[src/rtl/assert_macros.svh]
`ifndef ASSERT_MACROS_SVH
`define ASSERT_MACROS_SVH

// Concurrent assertion helpers shared by the RTL.
`ifndef ASSERT_OFF
// Check that a property holds at every rising clock edge outside reset.
`define SWHC_ASSERT(lbl, clk, rst_n, prop) \
  lbl: assert property (@(posedge clk) disable iff (!rst_n) (prop)) \
    else $error("assertion failed");
// Check that a condition never becomes true outside reset.
`define SWHC_NEVER(lbl, clk, rst_n, cond) \
  lbl: assert property (@(posedge clk) disable iff (!rst_n) !(cond)) \
    else $error("forbidden condition seen");
`else
`define SWHC_ASSERT(lbl, clk, rst_n, prop)
`define SWHC_NEVER(lbl, clk, rst_n, cond)
`endif

`endif

[src/rtl/swhc_pkg.sv]
package swhc_pkg;

  // Ring geometry
  localparam int RING_DEPTH = 512;
  localparam int IDX_W      = $clog2(RING_DEPTH);
  localparam int OCC_W      = $clog2(RING_DEPTH + 1);

  // Field widths
  localparam int TS_W    = 31;
  localparam int CNT_W   = 32;
  localparam int WIN_W   = 10;
  localparam int ENTRY_W = TS_W + CNT_W;

  // Configuration port
  localparam int PADDR_W = 3;
  localparam int PDATA_W = 32;
  localparam logic REG_WINDOW_IDX = 1'b0;
  localparam logic [WIN_W-1:0] WINDOW_RESET = WIN_W'(300);

  localparam logic [CNT_W-1:0] COUNT_MAX = '1;

  typedef enum logic {
    CMD_HIT   = 1'b0,
    CMD_QUERY = 1'b1
  } cmd_t;

  typedef logic [IDX_W-1:0] idx_t;

  // Memory access from the sequencer; entry word is {second, count}
  typedef struct packed {
    logic               rd_en;
    idx_t               rd_addr;
    logic               wr_en;
    idx_t               wr_addr;
    logic [ENTRY_W-1:0] wr_data;
  } mem_req_t;

  // Advance a ring index with wrap
  function automatic idx_t ring_next(input idx_t i);
    idx_t r;
    if (i == IDX_W'(RING_DEPTH - 1)) begin
      r = '0;
    end else begin
      r = i + 1'b1;
    end
    return r;
  endfunction

endpackage

[src/rtl/swhc_seq.sv]
`include "assert_macros.svh"

module swhc_seq (
  input  logic                             clk,
  input  logic                             rst_n,
  input  logic                             start,
  input  logic                             in_command,
  input  logic [swhc_pkg::TS_W-1:0]        in_timestamp,
  input  logic [swhc_pkg::WIN_W-1:0]       window,
  input  logic [swhc_pkg::ENTRY_W-1:0]     rd_data,
  output swhc_pkg::mem_req_t               req,
  output logic                             busy,
  output logic                             out_valid,
  output logic [swhc_pkg::CNT_W-1:0]       out_hit_total
);

  typedef enum logic [1:0] {
    S_IDLE,
    S_RETIRE,
    S_ACT
  } state_t;

  state_t                          state_r, state_nxt;
  logic                            cmd_r, cmd_nxt;
  logic [swhc_pkg::TS_W-1:0]       ts_r, ts_nxt;
  swhc_pkg::idx_t                  head_r, head_nxt;
  swhc_pkg::idx_t                  tail_r, tail_nxt;
  swhc_pkg::idx_t                  last_r, last_nxt;
  logic [swhc_pkg::OCC_W-1:0]      occ_r, occ_nxt;
  logic [swhc_pkg::CNT_W-1:0]      total_r, total_nxt;
  logic [swhc_pkg::TS_W-1:0]       tail_sec_r, tail_sec_nxt;
  logic [swhc_pkg::CNT_W-1:0]      tail_cnt_r, tail_cnt_nxt;
  logic                            out_valid_r, out_valid_nxt;
  logic [swhc_pkg::CNT_W-1:0]      out_total_r, out_total_nxt;

  logic [swhc_pkg::TS_W-1:0]       rd_sec;
  logic [swhc_pkg::CNT_W-1:0]      rd_cnt;
  logic [swhc_pkg::TS_W-1:0]       age;
  logic                            retire_ok;
  logic                            do_act;

  assign rd_sec = rd_data[swhc_pkg::ENTRY_W-1:swhc_pkg::CNT_W];
  assign rd_cnt = rd_data[swhc_pkg::CNT_W-1:0];

  // Head entry is stale once it is a full window behind the timestamp
  assign age       = ts_r - rd_sec;
  assign retire_ok = (ts_r >= rd_sec) && (age >= swhc_pkg::TS_W'(window));

  always_comb begin
    state_nxt     = state_r;
    cmd_nxt       = cmd_r;
    ts_nxt        = ts_r;
    head_nxt      = head_r;
    tail_nxt      = tail_r;
    last_nxt      = last_r;
    occ_nxt       = occ_r;
    total_nxt     = total_r;
    tail_sec_nxt  = tail_sec_r;
    tail_cnt_nxt  = tail_cnt_r;
    out_valid_nxt = 1'b0;
    out_total_nxt = out_total_r;
    req           = '0;
    do_act        = 1'b0;

    // Retire walk: one head entry per cycle
    unique case (state_r)
      S_IDLE: begin
        if (start) begin
          cmd_nxt = in_command;
          ts_nxt  = in_timestamp;
          if (occ_r != '0) begin
            req.rd_en   = 1'b1;
            req.rd_addr = head_r;
            state_nxt   = S_RETIRE;
          end else begin
            state_nxt = S_ACT;
          end
        end
      end
      S_RETIRE: begin
        if (retire_ok) begin
          total_nxt = total_r - rd_cnt;
          head_nxt  = swhc_pkg::ring_next(head_r);
          occ_nxt   = swhc_pkg::OCC_W'(occ_r - 1'b1);
          if (occ_r > swhc_pkg::OCC_W'(1)) begin
            req.rd_en   = 1'b1;
            req.rd_addr = head_nxt;
          end else begin
            state_nxt = S_ACT;
          end
        end else begin
          do_act    = 1'b1;
          state_nxt = S_IDLE;
        end
      end
      S_ACT: begin
        do_act    = 1'b1;
        state_nxt = S_IDLE;
      end
      default: begin
        state_nxt = S_IDLE;
      end
    endcase

    // Query: post the total; hit: bump tail or append, skipped when full
    if (do_act) begin
      if (cmd_r == swhc_pkg::CMD_QUERY) begin
        out_valid_nxt = 1'b1;
        out_total_nxt = total_r;
      end else if (total_r != swhc_pkg::COUNT_MAX) begin
        if ((occ_r != '0) && (tail_sec_r == ts_r)) begin
          if (tail_cnt_r != swhc_pkg::COUNT_MAX) begin
            tail_cnt_nxt = tail_cnt_r + 1'b1;
            total_nxt    = total_r + 1'b1;
            req.wr_en    = 1'b1;
            req.wr_addr  = last_r;
            req.wr_data  = {ts_r, tail_cnt_nxt};
          end
        end else if (occ_r != swhc_pkg::OCC_W'(swhc_pkg::RING_DEPTH)) begin
          tail_sec_nxt = ts_r;
          tail_cnt_nxt = swhc_pkg::CNT_W'(1);
          total_nxt    = total_r + 1'b1;
          occ_nxt      = occ_r + 1'b1;
          last_nxt     = tail_r;
          tail_nxt     = swhc_pkg::ring_next(tail_r);
          req.wr_en    = 1'b1;
          req.wr_addr  = tail_r;
          req.wr_data  = {ts_r, swhc_pkg::CNT_W'(1)};
        end
      end
    end
  end

  // Hold state and registered outputs
  always_ff @(posedge clk) begin
    if (!rst_n) begin
      state_r     <= S_IDLE;
      head_r      <= '0;
      tail_r      <= '0;
      occ_r       <= '0;
      total_r     <= '0;
      out_valid_r <= 1'b0;
    end else begin
      state_r     <= state_nxt;
      cmd_r       <= cmd_nxt;
      ts_r        <= ts_nxt;
      head_r      <= head_nxt;
      tail_r      <= tail_nxt;
      last_r      <= last_nxt;
      occ_r       <= occ_nxt;
      total_r     <= total_nxt;
      tail_sec_r  <= tail_sec_nxt;
      tail_cnt_r  <= tail_cnt_nxt;
      out_valid_r <= out_valid_nxt;
      out_total_r <= out_total_nxt;
    end
  end

  assign busy          = (state_r != S_IDLE);
  assign out_valid     = out_valid_r;
  assign out_hit_total = out_total_r;

  `SWHC_ASSERT(a_occ_bound, clk, rst_n, occ_r <= swhc_pkg::OCC_W'(swhc_pkg::RING_DEPTH))
  `SWHC_ASSERT(a_empty_ptrs, clk, rst_n, (occ_r == '0) |-> (head_r == tail_r))
  `SWHC_NEVER(a_rd_wr_clash, clk, rst_n, req.rd_en && req.wr_en)
  `SWHC_ASSERT(a_accept_busy, clk, rst_n, (start && !busy) |=> busy)

endmodule
[config.mk]
export PLATFORM = sky130hd
export DESIGN_NAME = swhc_seq
export DESIGN_NICKNAME = d
export VERILOG_FILES = /design/src/rtl/swhc_pkg.sv /design/src/rtl/swhc_seq.sv
export VERILOG_INCLUDE_DIRS = /design/src /design/src/rtl
export SDC_FILE = /design/constraint.sdc
export NUM_CORES = 1
export LEC_CHECK = 0
export ABC_AREA = 1
export BUFFER_PORTS_ARGS = -buffer_cell sky130_fd_sc_hd__buf_2
export CAP_MARGIN = 20
export CORE_MARGIN = 4
export CORE_UTILIZATION = 57
export CTS_CLUSTER_DIAMETER = 40
export DETAILED_ROUTE_END_ITERATION = 10
export GPL_TIMING_DRIVEN = 0
export HOLD_SLACK_MARGIN = 0.03
export PLACE_DENSITY = 0.82
export RECOVER_POWER = 100
export SLEW_MARGIN = 30
export SYNTH_ARGS = -nofsm -noshare
export SYNTH_HDL_FRONTEND = slang
export SYNTH_SLANG_ARGS = --single-unit
[constraint.sdc]
create_clock -name clk -period 8.3 [get_ports clk]
set_input_delay 0.415 -clock clk [delete_from_list [all_inputs] [get_ports clk]]
set_output_delay 0.415 -clock clk [all_outputs]
set_load 0.05 [all_outputs]
== Word-level counts from Yosys, hierarchy flattened ==
Index checks and enable logic that the tools add are counted.

* Flip-flop bits (word level): 199
* Word-level logic and storage cells: 89

* Add/sub/neg operators: 8
* Order comparisons: 3
* Equal/unequal tests: 11
* Muxes and demuxes: 39
* Bitwise operators: 2
* Reduce and logical (&&, ||, !) cells: 14

{| class="wikitable"
|+ Operators by type and width
! kind !! number
|-
| 73-bit two-way mux || 6
|-
| 32-bit two-way mux || 11
|-
| 10-bit two-way mux || 11
|-
| 32-bit by 1-bit adder with 32-bit output, second input constant || 2
|-
| 32-bit != test, second input constant || 2
|-
| 32-bit subtractor || 1
|-
| 31-bit == test || 1
|-
| 31-bit by 10-bit greater-or-equal comparator with 1-bit output || 1
|-
| 31-bit greater-or-equal comparator || 1
|-
| 31-bit subtractor || 1
|-
| 10-bit one-hot mux with 2 select lines || 1
|-
| 9-bit by 1-bit adder with 9-bit output, second input constant || 2
|-
| 9-bit == test, second input constant || 2
|-
| 9-bit two-way mux || 2
|-
| 6-bit AND reduction || 2
|-
| 10-bit by 1-bit adder with 10-bit output, second input constant || 1
|-
| 10-bit by 1-bit greater-than comparator with 1-bit output, second input constant || 1
|-
| 10-bit != test, second input constant || 1
|-
| 10-bit nonzero test || 1
|-
| 10-bit by 1-bit subtractor with 10-bit output, second input constant || 1
|-
| 2-bit two-way mux || 4
|-
| 2-bit AND reduction || 3
|-
| 3-bit AND reduction || 2
|-
| 5-bit AND reduction || 1
|-
| 12 further kinds || 16
|}

== Depth between registers and ports, before layout ==
* Depth after elaboration: 10
* Depth in mapped cells: 27
* Gate-level depth less buffers: 26

== Least setup slack after synthesis ==
No wires, ideal clock.

* Path type: input to register
* From: in rd_data[32] (netlist name)
* To: reg last_r[0], enable pin
* Data arrival time: 4,494 ps
* Slack: 3,368 ps
* Cell stages on the path: 22
* Buffers on the path: 0
* Path through: ha_1 fa_1 inv_1 nand2_1 nand3_1 xor2_1 ha_1 a21oi_1 o21ai_0 a21oi_1 o21ai_0 nand2_1 nand2_1 nor2_1 nand2_2 nand2_2 nand2_2 nand2_4 nand2_2 inv_1 nand2_1 nor2_1

* Cells in the longest elaborated chain, start to end: 6
* Elaborated cells between the ends (all ways): 7
* Classes of those cells: add/sub: 1; order compare: 2; mux: 2; reduce/logical: 2

{| class="wikitable"
|+ RTL lines
! what !! line !! RTL
|-
| start: declaration || swhc_seq.sv:10 || <nowiki>input logic [swhc_pkg::ENTRY_W-1:0] rd_data,</nowiki>
|-
| 31-bit subtractor || swhc_seq.sv:46 || <nowiki>assign age = ts_r - rd_sec;</nowiki>
|-
| 31-bit by 10-bit greater-or-equal comparator with 1-bit output || swhc_seq.sv:47 || <nowiki>assign retire_ok = (ts_r >= rd_sec) && (age >= swhc_pkg::TS_W'(window));</nowiki>
|-
| 1-bit logical AND (*) || swhc_seq.sv:47 ||
|-
| 1-bit two-way mux (*) || swhc_seq.sv:81 || <nowiki>if (retire_ok) begin</nowiki>
|-
| 1-bit one-hot mux with 2 select lines (*) || swhc_seq.sv:66 || <nowiki>unique case (state_r)</nowiki>
|-
| 6-bit AND reduction (no source line) (*) || n/a ||
|-
| end signal: assignment || swhc_seq.sv:149 || <nowiki>last_r <= last_nxt;</nowiki>
|-
| end: declaration || swhc_seq.sv:28 || <nowiki>swhc_pkg::idx_t last_r, last_nxt;</nowiki>
|}

Mark *: on every way between the ends. The rest lies on a longest branch, timed or not.
A chain may end at the register's enable or synchronous reset.

==> results.json <==
{
  "rows": 59,
  "yosysSeqAreaShare_pct": 35.7,
  "cts_hold_buf": 0,
  "post_cts.repair.setup_buffers": 0,
  "syn_area_per_cell_um2": 6.95,
  "critical_path_class": "flip-flop to output port",
  "tns_ns": 0,
  "end_kind": "output port",
  "cts_resized": 0,
  "cts_tree": "yes",
  "hold_class": "input pin to flip-flop",
  "postSynthCellCount": 2153,
  "maxCapViolCount": 2,
  "synth-adder-area-share_pct": 7.29,
  "cp.required_ns": 7.89,
  "clkLatencyLatePin_ns": 0.45,
  "p_per_area_nw_per_um2": 226,
  "grt_start_max_net_pins": 25,
  "cts.htree.levels": 4,
  "synth_ff_type": "edfxtp_1",
  "hp-start": "in_timestamp[27]",
  "reg2reg_from": "ts_r[0]",
  "die_w_um": 170,
  "hold_depth": 1,
  "synth-compound-area-share_pct": 8.76,
  "drt.antenna.violating_nets": 0,
  "grt_overflow": 0,
  "final_common_cell": "nand2_1",
  "cp_slowest_cell": "nor4_1",
  "arrival_ns": 6.02,
  "grt_pass1_wl_um": 68700,
  "synthXorXnorAreaFrac_pct": 6.09,
  "violations": "max-capacitance violations, max-slew violations",
  "drtPass1Iterations": 6,
  "coreArea_um2": 25900,
  "routed_via_density": 5.37,
  "p_leak_nw": 8.18,
  "setup_viol": 0,
  "highest_layer": "met4",
  "hold-worst-slack_ns": 0.134,
  "finClkSkew_ns": 0.0227,
  "ioPinCount": 225,
  "post-route-period-util_pct": 77.6,
  "fin_nets": 2594,
  "maxSlewViolCount": 35,
  "cts.path.max_buffers": 2,
  "start_util_pct": 57.8,
  "synthMuxAreaShare_pct": 0,
  "synth-simple-area-share_pct": 30.5,
  "die_y_um": 170,
  "reg2reg_slack_ns": 1.92,
  "antenna_found_initial": 0,
  "n_antenna_cell": 0,
  "grt_pass1_vias": 13876,
  "die-area_um2": 28900,
  "portBuffers": 224,
  "clkSinkCount": 199,
  "syn_nets": 2347,
  "r2r_cells": 24,
  "reg2reg_to": "tail_cnt_r[28]",
  "hold_path_end": "ts_r[27]",
  "vias": 14762,
  "post_synth_num_cell_types": 51,
  "hold_violations": 0,
  "wl_met3_um": 3030,
  "ir_drop_mv": 0.175,
  "fmax_ghz": 0.155,
  "wl_met1_um": 19500,
  "path_cells": "inv_1, ha_1, fa_1, nor2_1, o21ai_0, nand2_1, xor2_1, ha_1, nand2_1, nor4_1, nand4_1, nand3_1, nor2_1, nand2_1, nand3_1, inv_1, clkbuf_1, clkbuf_1, nand3_1, o21ai_0, clkbuf_1",
  "maxSlewHeadroom_pct": -13.5,
  "hpwl_um": 34700,
  "numCtsBuffers": 17,
  "syn_to_final_growth_pct": 12.9,
  "synth_edf_count": 136,
  "outcome": "complete, but fails checks",
  "gp_congestion": 0.989,
  "mappedNetlistArea_um2": 15000,
  "wl_per_cell_um": 15.9,
  "root_buffer": "clkbuf_16",
  "worstMarginPinSlew_ns": 1.70,
  "final_cell_mix": "535 x nand2_1, 403 x inv_1, 285 x nor2_1, 151 x clkbuf_1, 136 x edfxtp_1",
  "rsz0062_at_grt": "false",
  "drive_above_1_share_pct": 7.21,
  "worstSetupStartpointType": "flip-flop",
  "yosysWarnings": 0,
  "synth-seq-cells": 199,
  "synth_top_family_by_area": "simple AND/OR/NAND/NOR gates",
  "track_usage_pct": 29.4,
  "cpPeakStageDelay_ns": 0.57,
  "wl_um": 43700,
  "finalCriticalPeriod_ns": 6.44,
  "drc": 0,
  "drt_iter0_markers": 1545,
  "path_clk_slew_ns": 0.09,
  "path_max_fanout": 10,
  "synth-async-reset-ratio_pct": 0,
  "wl_met2_um": 20200
}
-- state kept, by name, indices dropped and copies added (netlist names) --
signal         count
state_r            2
occ_r             10
total_r           32
last_r             9
out_hit_total     32
tail_sec_r        31
cmd_r              1
out_valid          1
tail_cnt_r        32
tail_r             9
ts_r              31
head_r             9
-- through the flow --
stage	instances	utilization (%)	power (mW)	instance area, µm²	setup slack [ns]
after floorplan	2153	-	2.53	15000	3.37
after global placement	2712	63.7	2.95	16500	1.70
after detailed placement	2716	64.2	3.00	16600	3.21
after CTS	2748	66.4	3.83	17200	2.73
after global routing	2748	65.2	4.06	16900	1.39
final	2748	65.2	3.81	16900	1.86
-- layout make-up --
class | instances | area [µm²]
Fill cell | 2402 | 9010
Clock inverter | 15 | 151
Clock buffer | 17 | 425
Buffer | 44 | 175
Inverter | 406 | 1520
Multi-Input combinational cell | 1504 | 7830
Sequential cell | 199 | 5350
Timing Repair Buffer | 228 | 1030
Tap cell | 335 | 419
-- power by group --
group / switching [mW] / internal (mW)
combinational: 1.12 / 0.496
clock: 0.429 / 0.403
sequential: 0.161 / 1.20
-- cell usage after synthesis, types with 26 or more instances --
master	n	share of area, %
dfxtp_1	63	8.4
a21oi_1	104	3.5
nor2_1	281	7.0
nand3_1	104	3.5
edfxtp_1	136	27
ha_1	84	7.0
nor3_1	47	1.6
inv_1	401	10
nand2_1	529	13
xor2_1	78	4.6
xnor2_1	26	1.5
nand4_1	42	1.8
o21ai_0	83	2.8
-- per-layer routing --
| layer | global-route usage [%] | vias to the layer above |
|---|---|---|
| li1 | - | 7374 |
| met1 | 40.7 | 6743 |
| met2 | 49.9 | 581 |
| met3 | 3.51 | 64 |
| met4 | 6.67 | 0 |
| met5 | 0 | - |
-- critical path, delay by kind of cell (launching register included) --
kind / cells / cell delay, ns
AND/OR/NAND/NOR: 10 / 2.01
buffers and inverters: 5 / 1.79
adder cells (fa/ha/maj): 3 / 1.00
flip-flops: 1 / 0.42
AO/OA/AOI/OAI: 2 / 0.23
XOR/XNOR: 1 / 0.11
-- worst max path at each step --
stage | endpoint | start | depth (start not counted) | slack, ns
floorplan | last_r[0] | rd_data[32] | 22 | 3.37
global placement | tail_sec_r[15] | ts_r[0] | 23 | 1.70
detailed placement | req[79] | ts_r[0] | 21 | 3.21
CTS | req[79] | ts_r[0] | 21 | 2.73
global route | tail_cnt_r[27] | ts_r[0] | 24 | 1.39
finish | req[79] | ts_r[0] | 21 | 1.86
-- logic make-up (layout without fill, tap and decap cells) --
| logic type | count (synthesis) | after routing |
|---|---|---|
| flops | 199 | 199 |
| buf+inv | 450 | 710 |
| simple gates | 1074 | 1074 |
| compound gates | 240 | 240 |
| fa+ha+maj | 86 | 86 |
| xor+xnor | 104 | 104 |
Power figures use the tool's default switching activity.
